==> config.mk <==
export PLATFORM = sky130hd
export DESIGN_NAME = nar_accum
export DESIGN_NICKNAME = d
export VERILOG_FILES = /design/src/rtl/nar_pkg.sv /design/src/rtl/nar_accum.sv
export SDC_FILE = /design/constraint.sdc
export NUM_CORES = 2
export LEC_CHECK = 0
export BUFFER_PORTS_ARGS = -buffer_cell sky130_fd_sc_hd__buf_4
export CORE_MARGIN = 2
export CORE_UTILIZATION = 40
export CTS_BUF_LIST = sky130_fd_sc_hd__clkbuf_8
export CTS_CLUSTER_SIZE = 40
export DETAILED_ROUTE_END_ITERATION = 10
export PLACE_DENSITY_LB_ADDON = 0.08
export RECOVER_POWER = 50
export SYNTH_ARGS = -nofsm -noshare
export SYNTH_HDL_FRONTEND = slang
export SYNTH_SLANG_ARGS = --single-unit
==> constraint.sdc <==
create_clock -name clk -period 10.7 [get_ports clk]
set_input_delay 2.675 -clock clk [delete_from_list [all_inputs] [get_ports clk]]
set_output_delay 2.675 -clock clk [all_outputs]
set_load 0.005 [all_outputs]
==> src/rtl/nar_pkg.sv <==
// Shared types and codes for the accumulator refresh block.
// Used by nar_ctrl, nar_weights, nar_accum and the top level.
package nar_pkg;

  // Width of a column / bucket index inside a step (columns and buckets are at most 64)
  localparam int IDX_W = 6;

  // Action codes carried on the input stream
  localparam logic [2:0] ACT_LOAD_W    = 3'd0;
  localparam logic [2:0] ACT_LOAD_BKT  = 3'd1;
  localparam logic [2:0] ACT_LOAD_BIAS = 3'd2;
  localparam logic [2:0] ACT_START     = 3'd3;
  localparam logic [2:0] ACT_ADD       = 3'd4;
  localparam logic [2:0] ACT_READ_COL  = 3'd5;
  localparam logic [2:0] ACT_READ_BKT  = 3'd6;

  // One step issued by the sequencer per cycle
  typedef enum logic [3:0] {
    ST_NONE,
    ST_LD_W,
    ST_LD_BKT,
    ST_LD_BIAS,
    ST_COL_INIT,
    ST_COL_ADD,
    ST_BKT_CLR,
    ST_BKT_ADD,
    ST_COL_RD,
    ST_BKT_RD
  } step_kind_t;

  typedef struct packed {
    step_kind_t       kind;
    logic             side;
    logic [IDX_W-1:0] idx;
  } step_t;

  // Sign-extend a 16-bit column sum to 32 bits
  function automatic logic [31:0] widen16(input logic [15:0] v);
    return {{16{v[15]}}, v};
  endfunction

endpackage

==> src/rtl/nar_accum.sv <==
// Column and bucket sum memories for both sides, with the shared 32-bit adder.
// Depends on nar_pkg; reads operands from nar_weights in the cycle after each step.
module nar_accum #(
  parameter int CW  = 6,
  parameter int BKW = 3
) (
  input  logic           clk,
  input  logic           rst,
  input  nar_pkg::step_t step,
  input  logic [15:0]    w_q,
  input  logic [31:0]    bw_q,
  input  logic [15:0]    bias_q,
  output logic [31:0]    rd_value
);
  import nar_pkg::*;

  localparam int CD = 2 ** (CW + 1);
  localparam int BD = 2 ** (BKW + 1);

  logic [15:0]   col_mem [CD];
  logic [31:0]   bkt_mem [BD];
  logic [CD-1:0] col_vld;
  logic [BD-1:0] bkt_vld;

  step_t         p1;
  logic [15:0]   col_q;
  logic [31:0]   bkt_q;
  logic          col_vq;
  logic          bkt_vq;

  logic [CW:0]   col_raddr;
  logic [BKW:0]  bkt_raddr;
  logic [CW:0]   col_waddr;
  logic [BKW:0]  bkt_waddr;
  logic [15:0]   col_cur;
  logic [31:0]   bkt_cur;
  logic [31:0]   op_a;
  logic [31:0]   op_b;
  logic [31:0]   sum;
  logic          col_we;
  logic          bkt_we;

  assign col_raddr = {step.side, step.idx[CW-1:0]};
  assign bkt_raddr = {step.side, step.idx[BKW-1:0]};
  assign col_waddr = {p1.side, p1.idx[CW-1:0]};
  assign bkt_waddr = {p1.side, p1.idx[BKW-1:0]};

  // entries never written since reset read as zero
  assign col_cur = col_vq ? col_q : 16'h0000;
  assign bkt_cur = bkt_vq ? bkt_q : 32'h0000_0000;

  assign col_we = (p1.kind == ST_COL_INIT) || (p1.kind == ST_COL_ADD);
  assign bkt_we = (p1.kind == ST_BKT_CLR) || (p1.kind == ST_BKT_ADD);

  // Shared adder operands
  always_comb begin
    op_a = '0;
    op_b = '0;
    case (p1.kind)
      ST_COL_INIT: op_b = {16'h0000, bias_q};
      ST_COL_ADD: begin
        op_a = {16'h0000, col_cur};
        op_b = {16'h0000, w_q};
      end
      ST_BKT_ADD: begin
        op_a = bkt_cur;
        op_b = bw_q;
      end
      default: begin
        op_a = '0;
        op_b = '0;
      end
    endcase
  end

  assign sum = op_a + op_b;

  // Read result for the output
  always_comb begin
    case (p1.kind)
      ST_COL_RD: rd_value = widen16(col_cur);
      ST_BKT_RD: rd_value = bkt_cur;
      default:   rd_value = '0;
    endcase
  end

  // Pipeline step and valid bits
  always_ff @(posedge clk) begin
    if (rst) begin
      p1      <= '{kind: ST_NONE, side: 1'b0, idx: '0};
      col_vld <= '0;
      bkt_vld <= '0;
    end else begin
      p1     <= step;
      col_vq <= col_vld[col_raddr];
      bkt_vq <= bkt_vld[bkt_raddr];
      if (col_we) begin
        col_vld[col_waddr] <= 1'b1;
      end
      if (bkt_we) begin
        bkt_vld[bkt_waddr] <= 1'b1;
      end
    end
  end

  // Sum memories: read at the issued step, write back in the cycle after
  always_ff @(posedge clk) begin
    col_q <= col_mem[col_raddr];
    bkt_q <= bkt_mem[bkt_raddr];
    if (col_we) begin
      col_mem[col_waddr] <= sum[15:0];
    end
    if (bkt_we) begin
      bkt_mem[bkt_waddr] <= sum;
    end
  end

endmodule

==> results.toml <==
[clocking]
cts_tree = "yes"
cts-resized-gates = 0
clock-root-buffer = "clkbuf_8"
clock_latency_ns = 1.08
postCtsSetupRepairBufs = 0
h-tree-depth = 5
clk_pin_slew_ns = 0.06
cts_buffer_depth = 4
hold_buffers = 0
clock-sinks = 2765
cts_buffers = 464

[setup_path]
end_kind = "flip-flop"
reg2reg_slack_ns = 2.49
crit_start = "p1[9]$_SDFF_PP0_"
cp_cell_sequence = "nor3b_1 > clkbuf_1 > nand2_1 > o22ai_1 > ha_1 > nand3_1 > nor3_1 > nor2_1 > o31ai_1 > xor2_4 > buf_4 > buf_4"
startpoint_type = "flip-flop"
cp_slowest_cell = "clkbuf_1"
crit_buf_inv = 3
r2r-start = "p1[9]$_SDFF_PP0_"
critPathMostFrequentCell = "buf_4"
arrival_ns = 8.89
worst_path_largest_cell_delay_ns = 1.60
cp.required_ns = 11.38
cp_top_family = "buffers and inverters"
path_max_fanout = 96
crit_type = "flip-flop to flip-flop"

[sta]
fin_crit_ns = 8.21
tightest_slew_ns = 3.81
clock-skew-final_ns = 0.0604
final.period_utilization_pct = 76.7
max_freq_mhz = 122
finalHoldViolCount = 0
maxSlewViolCount = 2292
slew_headroom_pct = -154
rsz0062_at_grt = "false"
layout_setup_ws_ns = 2.49
setup-tns-final_ns = 0
setup_viol_count_final = 0

[place]
placed_cells = 8480
io_buffer_count = 108
place_congestion = 0.816
dp_hpwl_um = 161000
pre_cts_slack_ns = 3.44

[synthesis]
yosysSeqAreaShare_pct = 75.7
synth_top_area_share_pct = 71.9
synth_ff_type = "edfxtp_1"
synth_edf_count = 2562
synth_nets = 5043
yosysUniqueCellTypes = 55
ys_ff_latch = 2765
synthCells = 4934
syn-cell-area_sq_mm = 0.107
avgSynthCellArea_sq_um = 21.7
ys_warn_count = 0
async_flop_share_pct = 0
synth_area_leader_cell = "edfxtp_1"
synth_area_leaders = "edfxtp_1 (72%), mux4_2 (17%), dfxtp_1 (3.8%)"

[final_layout]
area_growth_pct = 13.4
layout_common_cells = "edfxtp_1 (2,562), mux4_2 (806), clkbuf_8 (522)"
fin_nets = 5523
mostFrequentLayoutCell = "edfxtp_1"
stdcell_count = 9365
layout-drive-gt1-share_pct = 28.3

[worst_hold_path]
hp-class = "flip-flop to flip-flop"
hold_start = "col_vld[44]$_SDFFE_PP0N_"

[floorplanning]
row_count = 189
core_sq_mm = 0.266
initial_core_util_pct = 40.3
ioPinCount = 109
die_x_um = 521
dieHeight_um = 521
dieArea_sq_mm = 0.272

[pwr]
internal-power_w = 0.0168
power.switching_w = 0.00492
p_clk_share_pct = 40.6
powerDensity_mw_per_mm2 = 179
combPwrFrac_pct = 4.7
p_leak_nw = 39.4
p_sw_share_pct = 22.7
p_seq_share_pct = 54.7
irDropWorstVdd_v = 0.000112

[grt]
grtUsageTotal_pct = 21.3
grtUsageMet3_pct = 3.31
grt_pass1_vias = 54194
gr-total-overflow = 0
grt_max_degree = 145
grt_use_met2_pct = 33.3
grt_pass1_wl_um = 413000
antenna_found_initial = 7
use_met1_pct = 31.7
top_usage_layer = "met2"

[drt]
dr.pass1.iters = 5
vias_per_cell = 5.61
vias = 52513
ant_nets = 0
drcViolationCount = 0
wirelength_um = 291000
drt-wirelength-per-cell_um = 31.1
drtIter0Drc = 5028

[outcome]
violations = "capacitance limit, slew limit"
status = "finished, violations left"

[job]
drv_cap = 115
==> path summary, 6_finish.rpt <==
check / end / cells past startpoint
max: col_mem[10][13]$_DFFE_PP_ / 12
min: col_vld[44]$_SDFFE_PP0N_ / 1
max reg2reg: col_mem[10][13]$_DFFE_PP_ / 12
min reg2reg: col_vld[44]$_SDFFE_PP0N_ / 1
==> registers in the layout, indices dropped and copies added, names as in the netlist, 3 cells and up <==
name,cells
bkt_mem,512
col_mem,2048
bkt_vld,16
col_waddr,3
col_q,16
bkt_q,32
col_vld,128
bkt_waddr,4
p1,4
==> area by class of cell <==
type	instances	area [sq um]
fillers	22703	144000
flip-flops and latches	2765	81000
multi-input cells	1875	25100
clock buffers	522	7180
well taps	3533	4420
repair buffers	291	1970
clock inverters	347	1590
inverters	17	71.3
diodes	15	37.5
==> metal layers <==
layer | vias to the layer above | part of all wire, %
met5 | - | 0
met2 | 1627 | 47
met3 | 395 | 5.9
met1 | 28658 | 45
li1 | 21833 | -
met4 | 0 | 2.2
==> cell families (layout without fill, tap and decap cells) <==
family / count (synthesis) / in the layout / synth area share [%]
buffers and inverters: 294 / 1177 / 1.21
other: 0 / 15 / 0
AOI/OAI and AO/OA: 457 / 457 / 2.94
xor gates and xnor gates: 28 / 28 / 0.229
and+or+nand+nor: 512 / 512 / 2.22
adders and majority gates: 32 / 32 / 0.381
DFF: 2765 / 2765 / 75.7
muxes: 846 / 846 / 17.3
==> through the flow <==
| step | utilization, % | total power [W] | area, sq um | hold WS (ns) |
|---|---|---|---|---|
| floorplan | - | 0.0127 | 107000 | 0.435 |
| global placement | 42.7 | 0.0131 | 113000 | 0.441 |
| detailed placement | 42.7 | 0.0131 | 113000 | 0.448 |
| CTS | 46.0 | 0.0220 | 122000 | 0.461 |
| global route | 45.7 | 0.0225 | 121000 | 0.472 |
| finish | 45.7 | 0.0217 | 121000 | 0.459 |
==> synthesized netlist by cell type (all sizes together), types with 52 or more instances <==
cell    instances
o21a          137
buf           129
a211oi         78
o21ai          67
clkbuf        148
a21oi          52
nor2          204
dfxtp         203
edfxtp       2562
nor2b          96
mux4          806
nand2         124
==> power groups by stage <==
stage / sequential [W] / clock, W / combinational (W)
floorplan: 0.0121 / 0 / 0.000628
global placement: 0.0121 / 0 / 0.00104
detailed placement: 0.0121 / 0 / 0.00104
CTS: 0.0119 / 0.00906 / 0.00105
global route: 0.0119 / 0.00953 / 0.00109
finish: 0.0119 / 0.00880 / 0.00102
(Power assumes the default switching activity.)
