**config.mk**
```make
export PLATFORM = sky130hd
export DESIGN_NAME = nar_ctrl
export DESIGN_NICKNAME = d
export VERILOG_FILES = /design/src/rtl/nar_pkg.sv /design/src/rtl/nar_ctrl.sv
export SDC_FILE = /design/constraint.sdc
export NUM_CORES = 1
export LEC_CHECK = 0
export BUFFER_PORTS_ARGS = -buffer_cell sky130_fd_sc_hd__buf_2
export CORE_MARGIN = 10
export CORE_UTILIZATION = 50
export DETAILED_ROUTE_END_ITERATION = 10
export MAX_ROUTING_LAYER = met4
export PLACE_DENSITY = 0.95
export SYNTH_ARGS = -nofsm -noshare
export SYNTH_HDL_FRONTEND = slang
export SYNTH_SLANG_ARGS = --single-unit
```
**constraint.sdc**
```tcl
create_clock -name clk -period 4.6 [get_ports clk]
set_input_delay 0.69 -clock clk [delete_from_list [all_inputs] [get_ports clk]]
set_output_delay 0.69 -clock clk [all_outputs]
set_load 0.1 [all_outputs]
```
**src/rtl/nar_pkg.sv**
```systemverilog
// Shared types and codes for the accumulator refresh block.
// Used by nar_ctrl, nar_weights, nar_accum and the top level.
package nar_pkg;

  // Width of a column / bucket index inside a step (columns and buckets are at most 64)
  localparam int IDX_W = 6;

  // Action codes carried on the input stream
  localparam logic [2:0] ACT_LOAD_W    = 3'd0;
  localparam logic [2:0] ACT_LOAD_BKT  = 3'd1;
  localparam logic [2:0] ACT_LOAD_BIAS = 3'd2;
  localparam logic [2:0] ACT_START     = 3'd3;
  localparam logic [2:0] ACT_ADD       = 3'd4;
  localparam logic [2:0] ACT_READ_COL  = 3'd5;
  localparam logic [2:0] ACT_READ_BKT  = 3'd6;

  // One step issued by the sequencer per cycle
  typedef enum logic [3:0] {
    ST_NONE,
    ST_LD_W,
    ST_LD_BKT,
    ST_LD_BIAS,
    ST_COL_INIT,
    ST_COL_ADD,
    ST_BKT_CLR,
    ST_BKT_ADD,
    ST_COL_RD,
    ST_BKT_RD
  } step_kind_t;

  typedef struct packed {
    step_kind_t       kind;
    logic             side;
    logic [IDX_W-1:0] idx;
  } step_t;

  // Sign-extend a 16-bit column sum to 32 bits
  function automatic logic [31:0] widen16(input logic [15:0] v);
    return {{16{v[15]}}, v};
  endfunction

endpackage

```
**src/rtl/nar_ctrl.sv**
```systemverilog
// Sequencer: takes one beat, decodes the action and issues one step per cycle.
// Depends on nar_pkg.
module nar_ctrl #(
  parameter int FEATURE_COUNT = 4096,
  parameter int ACC_WIDTH     = 64,
  parameter int BUCKET_COUNT  = 8,
  parameter int WAW           = 18,
  parameter int BAW           = 15
) (
  input  logic               clk,
  input  logic               rst,
  input  logic               in_fire,
  input  logic [2:0]         action,
  input  logic               side,
  input  logic [15:0]        fi,
  input  logic [5:0]         col,
  input  logic [31:0]        val,
  output logic               ready,
  output nar_pkg::step_t     step,
  output logic [WAW-1:0]     wbase,
  output logic [BAW-1:0]     bbase,
  output logic [31:0]        wdata,
  input  logic [31:0]        rd_value,
  input  logic               out_free,
  output logic               res_push,
  output logic [31:0]        res_value,
  output logic               res_err
);
  import nar_pkg::*;

  typedef enum logic [2:0] {
    S_IDLE, S_SETUP, S_LOAD, S_WALK, S_DRAIN, S_RD, S_RD_WAIT, S_RESP
  } state_t;

  state_t           state;
  logic [2:0]       act;
  logic             side_r;
  logic [15:0]      fi_r;
  logic [5:0]       col_r;
  logic             fi_ok;
  logic             col_ok;
  logic             bkt_ok;
  logic [IDX_W-1:0] cnt;
  logic             bkt_phase;

  // Step issued in the current state
  always_comb begin
    step = '{kind: ST_NONE, side: side_r, idx: '0};
    case (state)
      S_LOAD: begin
        step.idx = col_r;
        if (act == ACT_LOAD_W) begin
          step.kind = ST_LD_W;
        end else if (act == ACT_LOAD_BKT) begin
          step.kind = ST_LD_BKT;
        end else begin
          step.kind = ST_LD_BIAS;
        end
      end
      S_WALK: begin
        step.idx = cnt;
        if (!bkt_phase) begin
          step.kind = (act == ACT_START) ? ST_COL_INIT : ST_COL_ADD;
        end else begin
          step.kind = (act == ACT_START) ? ST_BKT_CLR : ST_BKT_ADD;
        end
      end
      S_RD: begin
        step.idx  = col_r;
        step.kind = (act == ACT_READ_COL) ? ST_COL_RD : ST_BKT_RD;
      end
      default: begin
        step.kind = ST_NONE;
      end
    endcase
  end

  assign ready    = (state == S_IDLE);
  assign res_push = (state == S_RESP) && out_free;

  // State and registered outputs
  always_ff @(posedge clk) begin
    if (rst) begin
      state <= S_IDLE;
    end else begin
      case (state)
        S_IDLE: begin
          if (in_fire) begin
            act    <= action;
            side_r <= side;
            fi_r   <= fi;
            col_r  <= col;
            wdata  <= val;
            fi_ok  <= ({1'b0, fi} < 17'(FEATURE_COUNT));
            col_ok <= ({1'b0, col} < 7'(ACC_WIDTH));
            bkt_ok <= ({1'b0, col} < 7'(BUCKET_COUNT));
            state  <= S_SETUP;
          end
        end
        S_SETUP: begin
          // row bases for both weight stores
          wbase     <= WAW'(fi_r * ACC_WIDTH);
          bbase     <= BAW'(fi_r * BUCKET_COUNT);
          cnt       <= '0;
          bkt_phase <= 1'b0;
          res_value <= '0;
          res_err   <= 1'b0;
          case (act)
            ACT_LOAD_W:    state <= (fi_ok && col_ok) ? S_LOAD : S_IDLE;
            ACT_LOAD_BKT:  state <= (fi_ok && bkt_ok) ? S_LOAD : S_IDLE;
            ACT_LOAD_BIAS: state <= col_ok ? S_LOAD : S_IDLE;
            ACT_START:     state <= S_WALK;
            ACT_ADD: begin
              if (fi_ok) begin
                state <= S_WALK;
              end else begin
                res_err <= 1'b1;
                state   <= S_RESP;
              end
            end
            ACT_READ_COL:  state <= col_ok ? S_RD : S_RESP;
            ACT_READ_BKT:  state <= bkt_ok ? S_RD : S_RESP;
            default:       state <= S_IDLE;
          endcase
        end
        S_LOAD: begin
          state <= S_IDLE;
        end
        S_WALK: begin
          // columns first, then buckets
          if (!bkt_phase) begin
            if (cnt == IDX_W'(ACC_WIDTH - 1)) begin
              bkt_phase <= 1'b1;
              cnt       <= '0;
            end else begin
              cnt <= cnt + 1'b1;
            end
          end else begin
            if (cnt == IDX_W'(BUCKET_COUNT - 1)) begin
              state <= S_DRAIN;
            end else begin
              cnt <= cnt + 1'b1;
            end
          end
        end
        S_DRAIN: begin
          // last write-back lands this cycle
          state <= (act == ACT_ADD) ? S_RESP : S_IDLE;
        end
        S_RD: begin
          state <= S_RD_WAIT;
        end
        S_RD_WAIT: begin
          res_value <= rd_value;
          state     <= S_RESP;
        end
        S_RESP: begin
          if (out_free) begin
            state <= S_IDLE;
          end
        end
        default: begin
          state <= S_IDLE;
        end
      endcase
    end
  end

endmodule

```
==> results of run 1 <==
==> cells by family (layout without fill, tap and decap cells) <==
family                     after synthesis  count (layout)  share of synthesized area
other                                    1              15                   0.000867
muxes                                    6               6                     0.0139
and+or+nand+nor                         91              91                      0.113
adders and majority gates                1               1                    0.00289
xor gates and xnor gates                 5               5                     0.0101
buffers and inverters                   40             220                     0.0613
DFF                                    111             111                      0.764
AOI/OAI and AO/OA                       23              23                     0.0344
==> final cells by class <==
type	instances	area, um2	share of cell area
multi-input cells	135	796	0.145
clock inverters	7	96.3	0.0176
clock buffers	9	124	0.0226
diodes	6	15.0	0.00274
well taps	105	131	0.0240
flip-flops and latches	111	3300	0.602
inverters	7	26.3	0.00479
repair buffers	197	991	0.181
==> Yosys cell counts, drive strengths merged, types with 2 or more instances <==
master    n  share of area
o21ai     7         0.0081
mux2i     6          0.014
nor3b     2         0.0046
nor3      4         0.0046
a31oi     2         0.0029
nand2b    4         0.0058
nand3     7         0.0081
xnor2     3         0.0061
nand2    14          0.012
nor2     19          0.016
and3      3         0.0043
a21oi     5         0.0058
dfxtp     3          0.014
clkbuf    3         0.0026
xor2      2         0.0041
buf      30          0.053
and2     32          0.046
nor4      2         0.0029
inv       7         0.0061
edfxtp  108           0.75
==> registers in the layout, indices dropped and copies added, names as in the netlist <==
signal     cells
bkt_ok         1
res_err        1
res_value     32
cnt            6
state          3
bbase         12
fi_r          12
side_r         1
fi_ok          1
col_r          6
act            3
bkt_phase      1
wdata         32
==> report_power, final <==
part	internal [mW]	total [mW]	switching, mW
Combinational	0.0721	0.478	0.406
Sequential	1.17	1.19	0.0289
Clock	0.269	0.612	0.344
==> metrics by stage <==
step                power, mW  hold WS (ns)   util  area (um2)  worst slack [ns]
detailed placement       1.70         0.405  0.632        5250              1.83
finish                   2.28         0.430  0.661        5480              1.40
CTS                      2.30         0.430  0.659        5470              1.42
floorplan                1.61         0.400      -        4360             0.728
global placement         1.68         0.401  0.632        5250              2.07
global route             2.37         0.443  0.660        5480              1.23
==> worst max path at each step <==
stage	depth (start not counted)	endpoint	from	slack (ns)
after floorplan	5	step[0]	state[2]$_SDFFE_PP0P_	0.73
after global placement	5	step[0]	state[0]$_SDFFE_PP0P_	2.07
after detailed placement	5	step[5]	state[0]$_SDFFE_PP0P_	1.83
after CTS	5	step[5]	state[0]$_SDFFE_PP0P_	1.42
after global routing	5	step[4]	state[0]$_SDFFE_PP0P_	1.23
final	5	step[5]	state[0]$_SDFFE_PP0P_	1.40
==> metal layers <==
metal,GRT usage,share of wire,vias up
li1,-,-,1348
met1,0.162,0.33,1350
met2,0.291,0.53,145
met3,0.0887,0.12,17
met4,0.0601,0.017,0
met5,-,0,-
==> layout by cell type, fill, tap and decap left out, drive strengths merged, types with 2 or more instances in the layout <==
cell type,netlist,layout
buf,30,197
edfxtp,108,108
and2,32,32
nor2,19,19
nand2,14,14
inv,7,10
conb,1,9
clkbuf,3,9
o21ai,7,7
nand3,7,7
diode,0,6
mux2i,6,6
a21oi,5,5
nand2b,4,4
nor3,4,4
xnor2,3,3
dfxtp,3,3
and3,3,3
a31oi,2,2
nor4,2,2
xor2,2,2
nor3b,2,2
clkinv,0,2
==> results.sh, run 1 <==
export IMPL_status="complete, no violations"
export IMPL_dieHeight_um=113
export IMPL_grt_usage=0.171
export IMPL_totalWireLength_um=10800
export IMPL_cts_root_buf="clkbuf_8"
export IMPL_rsz0062_at_grt="false"
export IMPL_grt_pass1_wl_um=16300
export IMPL_core_area_um2=8300
export IMPL_r2r_start="state[0]$_SDFFE_PP0P_"
export IMPL_clockBufferDepth=2
export IMPL_ys_flop_type="edfxtp_1"
export IMPL_ant_nets=0
export IMPL_dieArea_um2=12800
export IMPL_cpPeakStageDelay_ns=0.92
export IMPL_ys_seq_area_frac=0.764
export IMPL_holdCritPathClass="flip-flop to flip-flop"
export IMPL_drt_initial_drc_count=162
export IMPL_worstPathMaxFanout=22
export IMPL_hpwlAfterDp_um=8600
export IMPL_cts_setup_buffers=0
export IMPL_tritoncts="done"
export IMPL_min_path_cells=0
export IMPL_layoutNonFillerInstCount=577
export IMPL_dpl_cell_count=555
export IMPL_ir_worst_vdd_uv=270
export IMPL_cts_hold_buf=0
export IMPL_min_from="fi_r[4]$_DFFE_PP_"
export IMPL_portBuffers=195
export IMPL_die_w_um=113
export IMPL_setup_viol=0
export IMPL_globalplace_congestion=0.821
export IMPL_r2r_slack_ns=2.13
export IMPL_cp_num_buf_inv=1
export IMPL_drc=0
export IMPL_setup_tns_ns=0
export IMPL_endpoint_kind="output pin"
export IMPL_firstDrtPassIters=4
export IMPL_p_leak_nw=2.28
export IMPL_clock_skew_ns=0.0203
export IMPL_grt_pass1_vias=3096
export IMPL_overflow=0
export IMPL_crit_top_cell="nand2_1"
export IMPL_slowest_stage="dfxtp_1"
export IMPL_clk_latency_ns=0.37
export IMPL_fin_crit_sh=0.696
export IMPL_hold_viol=0
export IMPL_area_growth_pct=26.8
export IMPL_cts_sinks=111
export IMPL_synth_distinct_cells=39
export IMPL_holdPathEnd="bbase[7]$_DFFE_PP_"
export IMPL_critPathLaunchType="flip-flop"
export IMPL_vias_per_cell=4.96
export IMPL_tightestPinTransition_ns=1.22
export IMPL_crit_family="flip-flops"
export IMPL_netlist_area_um2=4330
export IMPL_num_fill_cells=619
export IMPL_r2r_end="state[1]$_SDFFE_PP0P_"
export IMPL_rr_worst_depth=4
export IMPL_grt_max_degree=57
export IMPL_power_density_nw_per_um2=417
export IMPL_num_nets_final=556
export IMPL_fmax_mhz=313
export IMPL_path_class="flip-flop to output pin"
export IMPL_cts_htree_levels=3
export IMPL_drive_gt1_frac=0.470
export IMPL_min_period_ns=3.20
export IMPL_critPathArrivalTime_ns=2.51
export IMPL_slew_viol_final=0
export IMPL_async_flop_share=0
export IMPL_synth_edf_count=108
export IMPL_max_cap_viol_count=0
export IMPL_start_util=0.521
export IMPL_num_io_pins=205
export IMPL_numCtsBuffers=9
export IMPL_wire_per_inst_um=18.7
export IMPL_num_rows=33
export IMPL_ys_warnings_count=0
export IMPL_cts_resized=0
export IMPL_path_cells="nand2_1 -> nor2_1 -> nand2_1 -> o21ai_0 -> buf_2"
export IMPL_grt_antenna_before_repair=5
export IMPL_slew_headroom=0.184
export IMPL_syn_avg_cell_area_um2=15.6
export IMPL_netlist_instances=278
export IMPL_synth_seq_cells=111
export IMPL_worstPathRequired_ns=3.91
export IMPL_clk_pin_slew_ns=0.11
export IMPL_via_count=2860
No activity file was read; power rests on OpenSTA's default activity.
==> run 2, diff against run 1 <==
CORE_UTILIZATION = 42   (was 50)
PLACE_DENSITY = 0.88   (was 0.95)
clock period = 2.7 ns   (was 4.6 ns; I/O delays follow)
==> run 2 against run 1 <==
  * Clock skew shrank 0.0096 ns
  * Register-to-register slack worse by 1.3 ns
  * Critical path depth unchanged
  * Critical path type unchanged
  * Critical endpoint is now step[1]
==> results.sh, run 2 (same netlist as run 1, synthesis figures left out) <==
export IMPL_reg_largest_list="res_value: 32 flops, wdata: 32 flops"
export IMPL_clockBufferDepth=2
export IMPL_endpoint_kind="output pin"
export IMPL_p_clk_frac=0.253
export IMPL_setup_viol=0
export IMPL_critPathArrivalTime_ns=2.05
export IMPL_grt_pass1_vias=3015
export IMPL_totalWireLength_um=10500
export IMPL_tritoncts="done"
export IMPL_p_leak_nw=2.30
export IMPL_start_util=0.436
export IMPL_r2r_end="res_value[2]$_SDFFCE_PP0P_"
export IMPL_p_sw_mw=1.28
export IMPL_clk_pin_slew_ns=0.10
export IMPL_dieArea_um2=14800
export IMPL_holdPathEnd="wdata[31]$_DFFE_PP_"
export IMPL_grt_antenna_before_repair=0
export IMPL_fin_crit_sh=0.908
export IMPL_place_area_um2=5350
export IMPL_via_count=2812
export IMPL_ir_worst_vdd_uv=372
export IMPL_worstPathMaxFanout=15
export IMPL_setup_tns_ns=0
export IMPL_num_rows=36
export IMPL_crit_family="flip-flops"
export IMPL_diodes=0
export IMPL_layout_commonest_cell="buf_2"
export IMPL_power_density_nw_per_um2=690
export IMPL_seq_power_share=0.529
export IMPL_r2r_slack_ns=0.80
export IMPL_firstDrtPassIters=6
export IMPL_dieHeight_um=121
export IMPL_fmax_mhz=408
export IMPL_area_growth_pct=28.3
export IMPL_tightestPinTransition_ns=0.551
export IMPL_cts_root_buf="clkbuf_8"
export IMPL_final_util=0.560
export IMPL_cts_sinks=111
export IMPL_num_nets_final=560
export IMPL_clk_latency_ns=0.35
export IMPL_rr_worst_depth=4
export IMPL_path_cells="nand2_1 -> nor2_2 -> nand2_1 -> o21ai_2 -> buf_2"
export IMPL_worstPathRequired_ns=2.30
export IMPL_status="complete, no violations"
export IMPL_grt_pass1_wl_um=15600
export IMPL_numCtsBuffers=9
export IMPL_die_w_um=121
export IMPL_core_area_um2=9910
export IMPL_swShare=0.335
export IMPL_cp_num_buf_inv=1
export IMPL_ant_nets=0
export IMPL_finalPower_mw=3.83
export IMPL_cts_htree_levels=3
export IMPL_num_fill_cells=839
export IMPL_rsz0062_at_grt="false"
export IMPL_wire_per_inst_um=17.4
export IMPL_grt_usage=0.141
export IMPL_slew_viol_final=0
export IMPL_design_area_um2=5550
export IMPL_power_frac_comb=0.217
export IMPL_cts_setup_buffers=0
export IMPL_min_path_cells=1
export IMPL_cts_resized=0
export IMPL_num_io_pins=205
export IMPL_min_from="val[31]"
export IMPL_crit_top_cell="nand2_1"
export IMPL_layout_common_cells="buf_2, edfxtp_1, and2_1"
export IMPL_drt_initial_drc_count=138
export IMPL_cts_hold_buf=0
export IMPL_hold_viol=0
export IMPL_hpwlAfterDp_um=8360
export IMPL_p_int_mw=2.55
export IMPL_slowest_stage="dfxtp_1"
export IMPL_overflow=0
export IMPL_critPathLaunchType="flip-flop"
export IMPL_grt_max_degree=45
export IMPL_min_period_ns=2.45
export IMPL_drive_gt1_frac=0.487
export IMPL_portBuffers=195
export IMPL_vias_per_cell=4.66
export IMPL_max_cap_viol_count=0
export IMPL_drc=0
export IMPL_clock_skew_ns=0.0107
export IMPL_globalplace_congestion=0.802
export IMPL_r2r_start="state[0]$_SDFFE_PP0P_"
export IMPL_slew_headroom=0.632
export IMPL_holdCritPathClass="input pin to flip-flop"
export IMPL_path_class="flip-flop to output pin"
export IMPL_cpPeakStageDelay_ns=0.68
[run 2: final cells by class]
type,instances,area (um2),area share
Timing Repair Buffer,201,1030,0.186
Sequential cell,111,3300,0.595
Clock buffer,9,124,0.0223
Inverter,7,26.3,0.00473
Multi-Input combinational cell,135,823,0.148
Tap cell,133,166,0.0300
Clock inverter,7,72.6,0.0131
[run 2: metrics by stage]
step           hold WS (ns)  instances  setup WS, ns
3_5_place_dp          0.409        587         0.524
2_1_floorplan         0.400        286        -0.641
6_report              0.221        603         0.250
5_1_grt               0.192        603        0.0336
4_1_cts               0.196        603        0.0983
3_3_place_gp          0.402        587         0.583
[run 2: worst max path at each step]
| stage | startpoint | endpoint | slack, ns | depth (start not counted) |
|---|---|---|---|---|
| 6_report | state[0]$_SDFFE_PP0P_ | step[1] | 0.25 | 5 |
| 3_3_place_gp | state[1]$_SDFFE_PP0P_ | step[7] | 0.58 | 5 |
| 2_1_floorplan | state[0]$_SDFFE_PP0P_ | step[0] | -0.64 | 4 |
| 4_1_cts | state[1]$_SDFFE_PP0P_ | step[7] | 0.1 | 5 |
| 5_1_grt | state[0]$_SDFFE_PP0P_ | step[5] | 0.03 | 5 |
| 3_5_place_dp | state[1]$_SDFFE_PP0P_ | step[7] | 0.52 | 5 |
[run 2: metal layers]
metal | wire [um] | share of wire | vias up | GRT usage
met3 | 1100 | 0.10 | 15 | 0.0549
met1 | 4010 | 0.38 | 1319 | 0.153
li1 | - | - | 1343 | -
met5 | 0 | 0 | - | -
met4 | 144 | 0.014 | 0 | 0.0507
met2 | 5230 | 0.50 | 135 | 0.229
[run 2: power by group through the flow]
| stage | Clock, mW | Combinational [mW] | Sequential (mW) |
|---|---|---|---|
| final | 0.970 | 0.833 | 2.03 |
| after global routing | 1.07 | 0.864 | 2.04 |
| after CTS | 1.00 | 0.839 | 2.03 |
| after detailed placement | 0 | 0.838 | 2.07 |
| after global placement | 0 | 0.829 | 2.06 |
| after floorplan | 0 | 0.321 | 2.43 |
[run 2: worst register-to-register path, delay by kind of cell, from the launching register on]
kind,cells,cell delay [ns]
AO/OA/AOI/OAI,1,0.13
flip-flops,1,0.68
buffers and inverters,1,0.38
AND/OR/NAND/NOR,2,0.36
